--- src/rtl/cau_pkg.sv ---
// Shared types and codes for the complex arithmetic unit.
package cau_pkg;

	typedef enum logic [1:0] {
		OP_ADD = 2'd0,
		OP_SUB = 2'd1,
		OP_MUL = 2'd2,
		OP_DIV = 2'd3
	} op_t;

	typedef struct packed {
		logic valid;
		op_t  op;
		logic neg_re;
		logic neg_im;
		logic huge_re;
		logic huge_im;
		logic dz;
	} flags_t;

endpackage

--- src/rtl/cau_sat.sv ---
// Output stage: selects the result, saturates it and drives the result registers.
module cau_sat import cau_pkg::*; #(
	parameter int WORD_BITS = 32,
	parameter int FRAC_BITS = 16
) (
	input  logic                   clk,
	input  logic                   arst_n,
	input  flags_t                 fl,
	input  logic [2*WORD_BITS-1:0] mag_re,
	input  logic [2*WORD_BITS-1:0] mag_im,
	input  logic [WORD_BITS-1:0]   q_re,
	input  logic [WORD_BITS-1:0]   q_im,
	output logic                   done,
	output logic [31:0]            res_re,
	output logic [31:0]            res_im,
	output logic                   overflow,
	output logic                   div_zero
);
	localparam int W  = WORD_BITS;
	localparam int MW = 2 * WORD_BITS;
	localparam int OW = WORD_BITS + 1 - FRAC_BITS + FRAC_BITS;

	logic          is_div;
	logic [MW-1:0] m_re, m_im;
	logic [OW-1:0] sr_re, sr_im;
	logic          done_q;
	logic [31:0]   res_re_q, res_im_q;
	logic          overflow_q, div_zero_q;

	function automatic logic [OW-1:0] sat_part(input logic neg, input logic [MW-1:0] m,
			input logic h);
		logic [MW-1:0] lim;
		logic [MW-1:0] mm;
		logic          o;
		lim = neg ? (MW'(1) << (W - 1)) : ((MW'(1) << (W - 1)) - MW'(1));
		o   = h || (m > lim);
		mm  = o ? lim : m;
		mm  = neg ? (MW'(0) - mm) : mm;
		return {o, mm[W-1:0]};
	endfunction

	assign is_div = (fl.op == OP_DIV);
	assign m_re   = is_div ? MW'(q_re) : mag_re;
	assign m_im   = is_div ? MW'(q_im) : mag_im;
	assign sr_re  = sat_part(fl.neg_re, m_re, is_div && fl.huge_re);
	assign sr_im  = sat_part(fl.neg_im, m_im, is_div && fl.huge_im);

	always_ff @(posedge clk or negedge arst_n) begin
		if (!arst_n) begin
			done_q <= 1'b0;
		end else begin
			done_q <= fl.valid;
		end
	end

	always_ff @(posedge clk) begin
		if (fl.dz) begin
			res_re_q   <= '0;
			res_im_q   <= '0;
			overflow_q <= 1'b0;
			div_zero_q <= 1'b1;
		end else begin
			res_re_q   <= 32'($signed(sr_re[W-1:0]));
			res_im_q   <= 32'($signed(sr_im[W-1:0]));
			overflow_q <= sr_re[W] | sr_im[W];
			div_zero_q <= 1'b0;
		end
	end

	assign done     = done_q;
	assign res_re   = res_re_q;
	assign res_im   = res_im_q;
	assign overflow = overflow_q;
	assign div_zero = div_zero_q;

endmodule

--- config.mk ---
export PLATFORM = sky130hd
export DESIGN_NAME = cau_sat
export DESIGN_NICKNAME = d
export VERILOG_FILES = /design/src/rtl/cau_pkg.sv /design/src/rtl/cau_sat.sv
export SDC_FILE = /design/constraint.sdc
export NUM_CORES = 1
export LEC_CHECK = 0
export ABC_AREA = 1
export BUFFER_PORTS_ARGS = -buffer_cell sky130_fd_sc_hd__clkbuf_2
export CORE_MARGIN = 4
export CORE_UTILIZATION = 51
export CTS_CLUSTER_SIZE = 30
export DETAILED_ROUTE_END_ITERATION = 10
export PLACE_DENSITY_LB_ADDON = 0.08
export SYNTH_ARGS = -nofsm -noshare
export SYNTH_HDL_FRONTEND = slang
export SYNTH_SLANG_ARGS = --single-unit
--- constraint.sdc ---
create_clock -name clk -period 0.8 [get_ports clk]
set_clock_uncertainty 0.15 [all_clocks]
set_input_delay 0.04 -clock clk [delete_from_list [all_inputs] [get_ports clk]]
set_output_delay 0.04 -clock clk [all_outputs]
set_load 0.05 [all_outputs]
==> run metrics, run 1 <==
Tool Error [ERROR DPL-0038] Utilization greater than 100%, impossible to legalize; Synth Area per Inst 5.88 um2; Yosys top cell area share 23.7%; depth of the CTS H-tree 3; TritonCTS Buffers 9; clock sinks 67; DIE WIDTH 124 um; leading area contributor after synthesis nand2_1; Synth Flop Type dfxtp_1; die height 124 um; failing step global routing (5_1_grt); Synth Register Bits 67; IO Pins 269; Seq/Total Area, Yosys 19.5%; Starting Density 52.1%; worst_ep grt res_re[24]$_SDFF_PP0_/D; fraction of registers with async set/reset 1.49%; hpwl dp 23,600 um; status did not finish; FP Rows 42; IO Port Bufs 268; Net Count, Synth 1,441; top cells by area, synth nand2_1 24%, dfxtp_1 19%, ha_1 12%; total number of yosys warnings 0; Worst EP kind sequential cell input; Post-Place Cells 1,806; largest net degree at the start of global routing 30; CTS Buffer Depth 2; Mapped Cells 1,173; Placer Congestion 0.965; post-synthesis cell type count 44; Root Buffer clkbuf_16; Post-synth EDFFs 0; Mapped Area 6900 um2
==> cell usage after synthesis (2+ instances only) <==
library cell and n:
inv_2 5, a21oi_1 59, nand2_4 5, o21ai_1 7
clkbuf_1 20, nand3_2 12, buf_4 3, a31oi_1 15
and3_1 2, nand2_2 7, dfxtp_1 66, nand3b_1 4
nand3_4 2, nand3_1 113, o211ai_1 2, buf_2 17
nand4_1 15, nor3_2 4, nor2_1 145, buf_1 2
nor2_4 4, nor3_1 13, clkinv_1 2, a21o_1 4
inv_1 66, o21ai_0 45, ha_1 66, buf_6 4
nor2_2 14, nand2_1 435, or2_2 2
==> what timing repair did <==
| item | 4_1_cts |
|---|---|
| pin swaps | 57 |
| gates resized for setup | 243 |
| endpoints found under the hold margin | 11 |
| cloned | 7 |
| setup endpoints to repair | 132 |
| setup buffers | 38 |
| hold buffers | 2 |
==> cell families after synthesis <==
logic type               after synthesis  synth area share [%]
adder cells (fa/ha/maj)               66                  12.0
flip-flops                            67                  19.5
multiplexers                           1                 0.145
AO/OA/AOI/OAI                        141                  11.5
AND/OR/NAND/NOR                      778                  49.3
buffers and inverters                120                  7.60
==> stage by stage <==
stage          hold slack, ns  instance area, um2  setup slack [ns]  TNS, ns
4_1_cts                -0.135               12600             -2.14  -144.49
3_5_place_dp           -0.331               10700             -2.65  -156.24
3_3_place_gp           -0.335               10700             -2.50  -148.42
2_1_floorplan          -0.406                7180             -2.48  -138.81
==> run 2, diff against run 1 <==
Settings changed: CORE_UTILIZATION 51 to 40, CTS_CLUSTER_SIZE 30 to unset, PLACE_DENSITY_LB_ADDON 0.08 to 0.15.
==> run 2 against run 1 <==
Compared with the run above:
- the flow now finishes, with violations (hold timing, setup timing)
- area after synthesis is the same
- synthesized cell count is the same
==> run metrics, run 2 <==
area of placed instances 10,900 um2 (+1.8%); die height 139 um (+12%); DIE WIDTH 139 um (+12%); Static Leak 6.72 nW; RSZ-0062 raised after global routing true; IO Pins 269 (unchanged); layout cells sized above 1 51.5%; CP max FO 11; post-route ant nets 0; top post-synthesis cells by count 435 x nand2_1, 145 x nor2_1, 113 x nand3_1; Mapped Area 6900 um2 (unchanged); Starting Density 41.1% (-11 points); VDD IR max 1.16 mV; clock sinks 67 (unchanged); Synth Register Bits 67 (unchanged); vias in the first global route 8,894; # nets final 1,948; DRC errors left 0; global-route wire length before repair 44,900 um; CP endpoint kind register; Layout area overhead 89.3%; PwrDens 1280 nW/um2; top cells by area, synth nand2_1 24%, dfxtp_1 19%, ha_1 12%; Synth Area per Inst 5.88 um2 (unchanged); Placer Congestion 0.916 (-5.1%); hpwl dp 22,800 um (-3.4%); utilization after layout 77.9%; Initial DRC Count 871; # fillers 1,203; CTS Hold Bufs 3 (+1); fmax 329 MHz; core footprint 16,800 um2; fin crit share 380%; Max-cap violations 0; CP Launch Point fl[5]; Worst-Margin Slew 0.520 ns; violated checks hold timing, setup timing; IO Port Bufs 268 (unchanged); WL final 30,100 um; final hold violation count 8; depth of the CTS H-tree 3 (unchanged); HP Class input port to register; final slew viol count 0; TritonCTS Buffers 9 (unchanged); Net Count, Synth 1,441 (unchanged); fraction of registers with async set/reset 1.49% (unchanged); largest net degree at the start of global routing 42; CTS tree built; leading area contributor after synthesis nand2_1; most frequent cells in the layout 378 x nand2_1, 239 x buf_4, 200 x clkbuf_2; final setup margin -2.24 ns; post-synthesis cell type count 44 (unchanged); Hold Startpoint fl[0]; WP data required 0.88 ns; FP Rows 47 (+12%); drt pass-1 iters 6; commonest non-fill, non-tap cell in the layout nand2_1; Routed WL per cell 15.8 um; CP arrival 3.12 ns; Synth Flop Type dfxtp_1; via count 9,799; total grt overflow 0; GRT Util Overall 28.0%; post-placement setup slack -2.58 ns (+0.0730 ns); max_slew headroom 65.3%; WS Path Type input port to register; Root Buffer clkbuf_16; Die ar. 19,400 um2; footprint of the multi-input gates 6070 um2; hold slack -0.0780 ns; clock-pin slew on the worst setup and hold paths 0.06 ns; total number of yosys warnings 0 (unchanged); Yosys top cell area share 23.7% (unchanged); Mapped Cells 1,173 (unchanged); CTS Buffer Depth 2 (unchanged); design area 13,100 um2; fin crit period 3.04 ns; register area 1420 um2; Post-synth EDFFs 0 (unchanged); count leader, synth nand2_1; vias per cell 5.14; initial antenna violation count 3; Setup crit start kind input port; final setup fails 132; status complete, but fails checks; Seq/Total Area, Yosys 19.5% (unchanged)
-- run 2: cell counts after synthesis --
No cell type changed its count.
-- run 2: per-layer routing --
metal  global-route usage, %  part of all wire (%)  vias up  wire (um)
li1                        -                     -     4870          -
met1                    38.9                    43     4416      12800
met2                    46.4                    47      461      14300
met3                    3.40                   7.9       50       2370
met4                    6.85                   1.9        2        584
met5                       0                 0.043        -         13
-- run 2: what timing repair did --
item                                    4_1_cts  5_1_grt
pin swaps                                    51       49
endpoints found under the hold margin        12        3
endpoints found under the setup margin      132      133
cloned                                        1        2
buffers inserted                             19       14
gates resized for setup                     194      173
-- run 2: final cells by class --
class	count	share of cell area, %
Clock inverter	5	0.422
Antenna cell	2	0.0383
Tap cell	220	2.11
Clock buffer	11	1.78
Sequential cell	67	10.9
Multi-Input combinational cell	986	46.5
Timing Repair Buffer	543	36.0
Inverter	73	2.21
-- run 2: metrics by stage --
step | setup TNS, ns | power [mW] | std cells
detailed placement | -155.55 | 11.2 | 1850
CTS | -138.44 | 16.0 | 1889
floorplan | -138.81 | 7.85 | 1173
global route | -155.98 | 17.6 | 1907
finish | -143.53 | 16.7 | 1907
global placement | -149.06 | 11.1 | 1850
-- run 2: final timing paths --
kind | endpoint | slack, ns | depth (start not counted)
max | res_re[28]$_SDFF_PP0_ | -2.24 | 26
max in group asynchronous | done$_DFF_PN0_ | 0.02 | 3
min in group asynchronous | done$_DFF_PN0_ | 0.40 | 3
min | div_zero$_DFF_P_ | -0.08 | 2
-- run 2: cell families after synthesis --
family	share of synthesized area (%)
simple gates	49.3
buf+inv	7.60
compound gates	11.5
flops	19.5
mux	0.145
fa+ha+maj	12.0
-- run 2: where the power goes --
| group | total (mW) | internal, mW | switching, mW |
|---|---|---|---|
| logic | 8.84 | 4.13 | 4.71 |
| registers | 3.93 | 3.70 | 0.222 |
| clock network | 3.91 | 2.40 | 1.51 |
| total | 16.7 | 10.2 | 6.44 |
-- run 2: worst max-delay path, stage by stage --
cell       delay (ns)
clkbuf_8         0.12
nand2_8          0.10
inv_8            0.07
clkbuf_16        0.17
nand2_1          0.07
nand2_2          0.07
ha_4             0.28
nand2_2          0.07
nor2_4           0.11
nand4_1          0.15
nor3_4           0.18
nand4_1          0.17
nand2_4          0.14
nand2_4          0.08
nand2_8          0.10
nand2_2          0.07
inv_2            0.08
ha_4             0.15
nand4_4          0.09
nor2_4           0.17
buf_6            0.12
nand2_4          0.06
nor2_4           0.14
nand2_2          0.10
a21oi_2          0.13
nor2_1           0.05
No activity file was read; power rests on OpenSTA's default activity.
