**src/rtl/cau_pkg.sv**
```systemverilog
// Shared types and codes for the complex arithmetic unit.
package cau_pkg;

	typedef enum logic [1:0] {
		OP_ADD = 2'd0,
		OP_SUB = 2'd1,
		OP_MUL = 2'd2,
		OP_DIV = 2'd3
	} op_t;

	typedef struct packed {
		logic valid;
		op_t  op;
		logic neg_re;
		logic neg_im;
		logic huge_re;
		logic huge_im;
		logic dz;
	} flags_t;

endpackage

```
**src/rtl/cau_div_stage.sv**
```systemverilog
// One restoring division stage that settles one quotient bit of both parts of a divide item.
module cau_div_stage import cau_pkg::*; #(
	parameter int WORD_BITS = 32,
	parameter int FRAC_BITS = 16,
	parameter int SHIFT     = 0
) (
	input  logic                             clk,
	input  logic                             arst_n,
	input  flags_t                           fl_in,
	input  logic [2*WORD_BITS-1:0]           mag_re_in,
	input  logic [2*WORD_BITS-1:0]           mag_im_in,
	input  logic [3*WORD_BITS+FRAC_BITS-1:0] rem_re_in,
	input  logic [3*WORD_BITS+FRAC_BITS-1:0] rem_im_in,
	input  logic [2*WORD_BITS-1:0]           den_in,
	input  logic [WORD_BITS-1:0]             q_re_in,
	input  logic [WORD_BITS-1:0]             q_im_in,
	output flags_t                           fl_out,
	output logic [2*WORD_BITS-1:0]           mag_re_out,
	output logic [2*WORD_BITS-1:0]           mag_im_out,
	output logic [3*WORD_BITS+FRAC_BITS-1:0] rem_re_out,
	output logic [3*WORD_BITS+FRAC_BITS-1:0] rem_im_out,
	output logic [2*WORD_BITS-1:0]           den_out,
	output logic [WORD_BITS-1:0]             q_re_out,
	output logic [WORD_BITS-1:0]             q_im_out
);
	localparam int W  = WORD_BITS;
	localparam int XW = 3 * WORD_BITS + FRAC_BITS;

	logic [XW-1:0] dsh;
	logic [XW-1:0] rem_re_n, rem_im_n;
	logic [W-1:0]  q_re_n, q_im_n;
	flags_t        fl_q;

	assign dsh = XW'(den_in) << SHIFT;

	always_comb begin
		rem_re_n = rem_re_in;
		rem_im_n = rem_im_in;
		q_re_n   = q_re_in;
		q_im_n   = q_im_in;
		if (fl_in.op == OP_DIV) begin
			if (rem_re_in >= dsh) begin
				rem_re_n      = rem_re_in - dsh;
				q_re_n[SHIFT] = 1'b1;
			end
			if (rem_im_in >= dsh) begin
				rem_im_n      = rem_im_in - dsh;
				q_im_n[SHIFT] = 1'b1;
			end
		end
	end

	always_ff @(posedge clk or negedge arst_n) begin
		if (!arst_n) begin
			fl_q <= '0;
		end else begin
			fl_q <= fl_in;
		end
	end

	always_ff @(posedge clk) begin
		mag_re_out <= mag_re_in;
		mag_im_out <= mag_im_in;
		rem_re_out <= rem_re_n;
		rem_im_out <= rem_im_n;
		den_out    <= den_in;
		q_re_out   <= q_re_n;
		q_im_out   <= q_im_n;
	end

	assign fl_out = fl_q;

endmodule

```
**config.mk**
```make
export PLATFORM = sky130hd
export DESIGN_NAME = cau_div_stage
export DESIGN_NICKNAME = d
export VERILOG_FILES = /design/src/rtl/cau_pkg.sv /design/src/rtl/cau_div_stage.sv
export SDC_FILE = /design/constraint.sdc
export NUM_CORES = 1
export LEC_CHECK = 0
export BUFFER_PORTS_ARGS = -buffer_cell sky130_fd_sc_hd__clkbuf_2
export CELL_PAD_IN_SITES_DETAIL_PLACEMENT = 0
export CELL_PAD_IN_SITES_GLOBAL_PLACEMENT = 1
export CORE_AREA = 2 2 385 387
export DETAILED_ROUTE_END_ITERATION = 6
export DIE_AREA = 0 0 387 389
export PLACE_DENSITY = 0.53
export SLEW_MARGIN = 20
export SYNTH_ARGS = -nofsm -noshare
export SYNTH_HDL_FRONTEND = slang
export SYNTH_SLANG_ARGS = --single-unit
```
**constraint.sdc**
```tcl
create_clock -name clk -period 1 [get_ports clk]
set_clock_uncertainty 0.15 [all_clocks]
set_input_delay 0.3 -clock clk [delete_from_list [all_inputs] [get_ports clk]]
set_output_delay 0.3 -clock clk [all_outputs]
set_load 0.1 [all_outputs]
```
==> load_flow_metrics.sql, run 1 <==
INSERT INTO impl_metrics (metric_group, metric, value, unit) VALUES
('outcome', 'outcome', 'finished with violations', ''),
('outcome', 'violated_checks', 'negative hold slack, negative setup slack', ''),
('power_and_ir_drop', 'switchingPower', '30400', 'uW'),
('power_and_ir_drop', 'comb_power_share', '42.7', '%'),
('placement', 'half_perimeter_wire_length_of_the_detailed_placement_result', '118', 'mm'),
('power_and_ir_drop', 'worst_ir_drop_vdd', '1.49', 'mV'),
('clock_network', 'path_clk_slew', '0.06', 'ns'),
('job', 'number_of_maximum_capacitance_violations', '0', ''),
('power_and_ir_drop', 'power.share.switching', '38.4', '%'),
('timing', 'timing.final.ws_setup', '-2.06', 'ns'),
('critical_path', 'end_kind', 'flip-flop', ''),
('final_layout', 'layout.cells.most_common', 'sky130_fd_sc_hd__buf_4', ''),
('final_layout', 'mostFrequentLayoutCells', 'sky130_fd_sc_hd__buf_4 (879), sky130_fd_sc_hd__buf_12 (524), sky130_fd_sc_hd__dlygate4sd3_1 (488), sky130_fd_sc_hd__dfxtp_4 (480), sky130_fd_sc_hd__clkbuf_2 (467)', ''),
('critical_path', 'critPathArrivalTime', '3.45', 'ns'),
('timing', 'period_needed', '3.06', 'ns'),
('synth', 'synth.net_count', '3089', ''),
('timing', 'timing.fmax', '0.327', 'GHz'),
('clock_network', 'cts-root-to-sink-buffers', '3', ''),
('timing', 'max-slew-margin-rel', '61.9', '%'),
('timing', 'hold_slack', '-0.309', 'ns'),
('synth', 'postSynthAreaPerCell', '8.97', 'um^2'),
('timing', 'timing.final.max_slew_violations', '0', ''),
('floorplan', 'starting_utilization_of_the_core_area', '15.1', '%'),
('min_path', 'hold_path_class', 'in2reg', ''),
('drt', 'post_drt_wl_per_cell', '21.5', 'um'),
('final_layout', 'drive_above_1_share', '63.5', '%'),
('grt', 'overflow_left_after_global_routing', '0', ''),
('drt', 'num_vias', '28100', ''),
('grt', 'first_global_vias', '29000', ''),
('synth', 'post_synth_main_area_contributors', 'sky130_fd_sc_hd__dfxtp_1 (43%), sky130_fd_sc_hd__ha_1 (7.2%), sky130_fd_sc_hd__xor2_1 (5.0%), sky130_fd_sc_hd__a21oi_1 (4.8%), sky130_fd_sc_hd__nand2_1 (4.1%)', ''),
('synth', 'library_cell_occupying_the_most_area_in_the_post_synthesis_netlist', 'sky130_fd_sc_hd__dfxtp_1', ''),
('placement', 'gp_routability_congestion', '0.889', ''),
('final_layout', 'areaGrowthSynthToFinish', '160', '%'),
('critical_path', 'critPathLaunchType', 'primary input', ''),
('synth', 'fraction_of_post_synthesis_cell_area_in_the_top_cell_type_by_area', '43.4', '%'),
('synth', 'synth_edf_count', '0', ''),
('clock_network', 'cts_tree', 'built', ''),
('synth', 'syn-cell-area', '22100', 'um^2'),
('clock_network', 'cts_max_level', '2', ''),
('clock_network', 'numClockSinks', '488', ''),
('drt', 'ant_nets', '0', ''),
('final_layout', 'final_core_utilization', '39.3', '%'),
('floorplan', 'fp-row-count', '141', ''),
('synth', 'synth_seq_cells', '488', ''),
('synth', 'ys_dominant_reg_cell', 'sky130_fd_sc_hd__dfxtp_1', ''),
('timing', 'setup-violations-final', '714', ''),
('synth', 'synthesis.instances', '2469', ''),
('drt', 'drt_pass1_iterations', '5', ''),
('floorplan', 'die_h', '389', 'um'),
('synth', 'post_synth_num_cell_types', '86', ''),
('timing', 'period_utilisation_layout', '306', '%'),
('placement', 'place.port_buffers', '977', ''),
('critical_path', 'timing_worst_setup_path_type', 'in2reg', ''),
('drt', 'routed_via_density', '4.09', ''),
('critical_path', 'critPathMaxFanout', '18', ''),
('drt', 'iteration_0_drc_count_of_the_detailed_router', '1210', ''),
('grt', 'grt_first_pass_wirelength', '205', 'mm'),
('power_and_ir_drop', 'clock_power_share', '29.8', '%'),
('timing', 'worst_slew_pin_slew', '0.569', 'ns'),
('final_layout', 'final_net_count', '5506', ''),
('power_and_ir_drop', 'power_report.internal_total', '48700', 'uW'),
('synth', 'synth-seq-area-share', '44.3', '%'),
('clock_network', 'cts-buffers-inserted', '61', ''),
('drt', 'final_routed_drc_violation_total', '0', ''),
('timing', 'timing_hold_violations_final', '7', ''),
('power_and_ir_drop', 'cellLeakagePower', '0.0249', 'uW'),
('floorplan', 'top_level_ports', '978', ''),
('power_and_ir_drop', 'p_seq_share', '27.5', '%'),
('synth', 'synth.yosys.warnings', '0', ''),
('drt', 'route.final.wire_length', '148', 'mm'),
('grt', 'grt_start_max_net_pins', '38', '');
==> critical path: stages <==
cell and delay [ns]:
sky130_fd_sc_hd__clkbuf_16 0.12, sky130_fd_sc_hd__clkinvlp_4 0.16, sky130_fd_sc_hd__buf_12 0.18, sky130_fd_sc_hd__ha_4 0.25
sky130_fd_sc_hd__nand4_1 0.27, sky130_fd_sc_hd__or4_4 0.64, sky130_fd_sc_hd__nor3_2 0.11, sky130_fd_sc_hd__and3_4 0.24
sky130_fd_sc_hd__nor4_4 0.07, sky130_fd_sc_hd__nor2_2 0.16, sky130_fd_sc_hd__a21oi_4 0.08, sky130_fd_sc_hd__buf_12 0.15
sky130_fd_sc_hd__clkbuf_16 0.20, sky130_fd_sc_hd__o41ai_2 0.40, sky130_fd_sc_hd__nand2_1 0.09
==> through the flow <==
stage / instance area, um^2 / cells / power (uW) / setup slack, ns / setup TNS (ns)
2_1_floorplan: 25900 / 2469 / 37600 / -2.28 / -440.80
3_3_place_gp: 46600 / 6155 / 52000 / -2.98 / -624.64
3_5_place_dp: 46600 / 6155 / 52000 / -3.06 / -629.61
4_1_cts: 55400 / 6808 / 78800 / -1.95 / -746.11
5_1_grt: 57600 / 6870 / 82300 / -2.08 / -760.96
6_report: 57700 / 6874 / 79100 / -2.06 / -719.24
==> what timing repair did <==
action / CTS / global route
gates cloned: 9 / 10
resized for setup: 273 / 371
pin swaps: 90 / 140
hold endpoints to repair: 496 / 12
buffers inserted: 50 / 54
endpoints found under the setup margin: 714 / 714
hold buffers: 482 / 6
==> layout make-up <==
class	instances	area (um^2)	area share, %
multi-input cells	1769	15100	26.2
well taps	1930	2410	4.19
clock buffers	68	1550	2.69
diodes	7	17.5	0.0304
repair buffers	2464	25800	44.8
flip-flops and latches	488	11600	20.2
inverters	102	510	0.885
clock inverters	46	553	0.959
==> power groups by stage <==
stage	clock network, uW	logic, uW	registers (uW)
after floorplan	0	6240	31400
after global placement	0	29900	22100
after detailed placement	0	29900	22100
after CTS	24500	32600	21700
after global routing	25300	35200	21800
final	23600	33800	21700
==> per-layer routing <==
layer  track usage [%]  wire (um)  up-vias
li1                  -          -    13600
met1              21.3      58200    13400
met2              33.9      75700      892
met3              4.45       9550      182
met4              4.94       4000       26
met5                 0        163        -
==> sequential cells by signal, indices dropped and copies added (netlist names) <==
signal	count
rem_im_out	112
rem_re_out	112
den_out	64
mag_im_out	64
mag_re_out	64
q_im_out	32
q_re_out	32
fl_out	8
==> cell families (layout without fill, tap and decap cells) <==
kind of cell	count (synthesis)	in the layout	share of synthesized area, %
buffers and inverters	212	2680	3.99
xor gates and xnor gates	216	216	8.54
muxes	3	3	0.153
and+or+nand+nor	796	796	18.2
adders and majority gates	130	130	7.41
other	0	7	0
DFF	488	488	44.3
AOI/OAI and AO/OA	624	624	17.4
==> worst paths after layout <==
kind | from | to | slack (ns) | cells after the start
max in group asynchronous | arst_n | fl_out[5]$_DFF_PN0_ | 0.04 | 3
setup / recovery | den_in[57] | rem_re_out[79]$_DFF_P_ | -2.06 | 15
min in group asynchronous | arst_n | fl_out[3]$_DFF_PN0_ | 0.44 | 3
hold / removal | den_in[0] | den_out[0]$_DFF_P_ | -0.31 | 2
==> cells in the mapped netlist (all sizes together), types with 11 or more instances <==
cell type / number
nand2: 244
inv: 102
ha: 128
a21oi: 212
a21o: 47
xor2: 127
and2: 18
nand2b: 11
o21a: 28
nor3: 63
and3: 16
clkbuf: 65
nor2: 184
or4: 24
dfxtp: 480
buf: 45
o21bai: 45
xnor2: 89
nand4: 62
nor4: 62
a31oi: 18
or3: 26
nand3: 37
or2: 12
o31ai: 15
o211ai: 17
o21ai: 168
(Power assumes the default switching activity.)
==> run 2, diff against run 1 <==
--- a/config.mk
+++ b/config.mk
@@ -8,10 +8,10 @@
 export BUFFER_PORTS_ARGS = -buffer_cell sky130_fd_sc_hd__clkbuf_2
 export CELL_PAD_IN_SITES_DETAIL_PLACEMENT = 0
 export CELL_PAD_IN_SITES_GLOBAL_PLACEMENT = 1
-export CORE_AREA = 2 2 385 387
+export CORE_AREA = 2 2 378 380
 export DETAILED_ROUTE_END_ITERATION = 6
-export DIE_AREA = 0 0 387 389
-export PLACE_DENSITY = 0.53
+export DIE_AREA = 0 0 380 382
+export PLACE_DENSITY = 0.54
 export SLEW_MARGIN = 20
 export SYNTH_ARGS = -nofsm -noshare
 export SYNTH_HDL_FRONTEND = slang
==> constraint.sdc (replaced) <==
create_clock -name clk -period 3.3 [get_ports clk]
set_clock_uncertainty 0.15 [all_clocks]
set_input_delay 0.99 -clock clk [delete_from_list [all_inputs] [get_ports clk]]
set_output_delay 0.99 -clock clk [all_outputs]
set_load 0.1 [all_outputs]
==> load_flow_metrics.sql, run 2 (same netlist as run 1, synthesis figures left out) <==
INSERT INTO impl_metrics (metric_group, metric, value, unit) VALUES
('grt', 'first_global_vias', '26800', ''),
('placement', 'place.port_buffers', '977', ''),
('placement', 'dpl.cell_count', '6080', ''),
('clock_network', 'cts-buffers-inserted', '60', ''),
('grt', 'grt_first_pass_wirelength', '193', 'mm'),
('outcome', 'outcome', 'finished with violations', ''),
('placement', 'gp_routability_congestion', '0.885', ''),
('final_layout', 'seq_area', '9810', 'um^2'),
('critical_path', 'critPathArrivalTime', '4.16', 'ns'),
('final_layout', 'design_area', '43600', 'um^2'),
('clock_network', 'cts_max_level', '2', ''),
('drt', 'route.final.wire_length', '139', 'mm'),
('timing', 'worst_slew_pin_slew', '0.787', 'ns'),
('critical_path', 'cp_data_required_time', '3.70', 'ns'),
('clock_network', 'root_buffer', 'sky130_fd_sc_hd__clkbuf_16', ''),
('timing', 'hold_slack', '0.245', 'ns'),
('final_layout', 'final.fill_count', '15000', ''),
('timing', 'grt_setup_unrepaired', 'true', ''),
('timing', 'timing_hold_violations_final', '0', ''),
('power_and_ir_drop', 'power.density', '501', 'nW/um^2'),
('clock_network', 'cts-root-to-sink-buffers', '3', ''),
('critical_path', 'worstPathCellList', 'buf_8, clkinvlp_4, ha_4, buf_6, o211ai_1, a21oi_4, o21ai_4, o211ai_1, buf_4, a221o_2, o211ai_1, buf_4, buf_6, a21oi_4, buf_6, buf_12, buf_12, buf_16, buf_16, nor2_4, a21oi_2', ''),
('floorplan', 'design.die.area', '145000', 'um^2'),
('critical_path', 'worst-path-buf-inv', '11', ''),
('final_layout', 'drive_above_1_share', '59.3', '%'),
('timing', 'timing.final.max_slew_violations', '0', ''),
('power_and_ir_drop', 'worst_ir_drop_vdd', '0.464', 'mV'),
('clock_network', 'numClockSinks', '488', ''),
('min_path', 'min_delay_path_depth', '1', ''),
('placement', 'dpl-instance-area', '37200', 'um^2'),
('timing', 'period_utilisation_layout', '114', '%'),
('final_layout', 'footprint_of_the_multi_input_gates', '14900', 'um^2'),
('critical_path', 'end_kind', 'flip-flop', ''),
('timing', 'period_needed', '3.76', 'ns'),
('clock_network', 'path_clk_slew', '0.06', 'ns'),
('min_path', 'hold_path_class', 'in2reg', ''),
('final_layout', 'mostFrequentLayoutCells', 'sky130_fd_sc_hd__clkbuf_2 (952), sky130_fd_sc_hd__buf_4 (849), sky130_fd_sc_hd__dfxtp_1 (480), sky130_fd_sc_hd__nand2_1 (200)', ''),
('drt', 'drt_pass1_iterations', '5', ''),
('critical_path', 'critical-path-top-delay-family', 'buffers and inverters', ''),
('critical_path', 'critical-path-max-stage-delay', '0.42', 'ns'),
('final_layout', 'layout.cells.most_common', 'sky130_fd_sc_hd__clkbuf_2', ''),
('grt', 'initial_antenna_violation_count', '45', ''),
('drt', 'post_drt_wl_per_cell', '21.9', 'um'),
('final_layout', 'finalNonFillerCells', '6333', ''),
('floorplan', 'starting_utilization_of_the_core_area', '15.7', '%'),
('job', 'number_of_maximum_capacitance_violations', '0', ''),
('timing', 'setup-violations-final', '223', ''),
('floorplan', 'top_level_ports', '978', ''),
('power_and_ir_drop', 'cellLeakagePower', '0.0201', 'uW'),
('timing', 'timing.final.ws_setup', '-0.459', 'ns'),
('floorplan', 'fp-row-count', '138', ''),
('critical_path', 'crit_path_end', 'rem_re_out[19]$_DFF_P_', ''),
('floorplan', 'die_h', '382', 'um'),
('final_layout', 'final_net_count', '5001', ''),
('critical_path', 'critPathMaxFanout', '7', ''),
('drt', 'routed_via_density', '4.12', ''),
('outcome', 'violated_checks', 'negative setup slack', ''),
('power_and_ir_drop', 'totalPowerFinal', '21900', 'uW'),
('critical_path', 'cp-startpoint', 'den_in[3]', ''),
('critical_path', 'critPathLaunchType', 'primary input', ''),
('grt', 'overflow_left_after_global_routing', '0', ''),
('timing', 'max-slew-margin-rel', '47.8', '%'),
('final_layout', 'areaGrowthSynthToFinish', '97.0', '%'),
('critical_path', 'timing_worst_setup_path_type', 'in2reg', ''),
('critical_path', 'cp_slowest_cell', 'sky130_fd_sc_hd__a221o_2', ''),
('placement', 'half_perimeter_wire_length_of_the_detailed_placement_result', '114', 'mm'),
('drt', 'final_routed_drc_violation_total', '0', ''),
('final_layout', 'biggestRegsByFlops', 'rem_im_out: 112 flops, rem_re_out: 112 flops', ''),
('grt', 'groute.usage.overall', '18.4', '%'),
('floorplan', 'core_area', '141000', 'um^2'),
('grt', 'grt_start_max_net_pins', '20', ''),
('critical_path', 'cp_num_cells', '21', ''),
('drt', 'num_vias', '26100', ''),
('clock_network', 'cts_tree', 'built', ''),
('floorplan', 'die_x', '380', 'um'),
('drt', 'ant_nets', '0', ''),
('drt', 'iteration_0_drc_count_of_the_detailed_router', '1344', ''),
('timing', 'timing.fmax', '0.266', 'GHz');
run 2: cell types whose count changed in the layout (fill, tap and decap cells not counted), moves of 23 or more:
cell / before / now
sky130_fd_sc_hd__buf_12: 524 / 45
sky130_fd_sc_hd__buf_4: 879 / 849
sky130_fd_sc_hd__clkbuf_2: 467 / 952
sky130_fd_sc_hd__dfxtp_1: 0 / 480
sky130_fd_sc_hd__dfxtp_4: 480 / 0
sky130_fd_sc_hd__dlygate4sd3_1: 488 / 1
sky130_fd_sc_hd__nand2_2: 15 / 38
run 2: cell type report:
class | count | share of cell area [%]
inverter | 102 | 1.19
sequential | 488 | 22.5
antenna | 11 | 0.0631
timing repair buffer | 1960 | 31.9
tap | 1890 | 5.42
clock inverter | 34 | 0.941
clock buffer | 79 | 3.88
multi-input combinational | 1769 | 34.1
run 2: through the flow:
stage          utilization [%]  setup WS (ns)  setup TNS [ns]
5_1_grt                   31.0         -0.555          -83.90
3_3_place_gp              26.4          -1.65         -264.76
4_1_cts                   30.6         -0.408          -49.83
6_report                  31.0         -0.459          -62.32
2_1_floorplan                -         -0.671          -76.35
3_5_place_dp              26.4          -1.61         -259.88
run 2: power by group:
group | total (uW) | switching, uW | internal (uW) | leakage [uW]
Combinational | 8370 | 5750 | 2620 | 0.0149
Clock | 7060 | 3000 | 4060 | 0.00103
Sequential | 6450 | 139 | 6310 | 0.00414
Total | 21900 | 8890 | 13000 | 0.0201
run 2: how the worst min path moves through the flow:
stage / endpoint / startpoint
2_1_floorplan: fl_out[0]$_DFF_PN0_ / arst_n
3_3_place_gp: fl_out[7]$_DFF_PN0_ / arst_n
3_5_place_dp: fl_out[1]$_DFF_PN0_ / arst_n
4_1_cts: q_re_out[19]$_DFF_P_ / q_re_in[19]
5_1_grt: q_re_out[19]$_DFF_P_ / q_re_in[19]
6_report: q_re_out[19]$_DFF_P_ / q_re_in[19]
run 2: metal layers:
layer / track usage (%) / wire length [um] / up-vias
met4: 6.87 / 5340 / 40
met2: 32.4 / 68500 / 875
met5: 0 / 250 / -
met3: 5.00 / 9760 / 213
met1: 21.3 / 54900 / 12300
li1: - / - / 12600
run 2: what timing repair did:
item,4_1_cts,5_1_grt
endpoints found under the hold margin,8,0
endpoints found under the setup margin,226,226
gates cloned,27,0
hold buffers,1,0
pin swaps,189,79
setup buffers,86,29
gates resized for setup,565,79
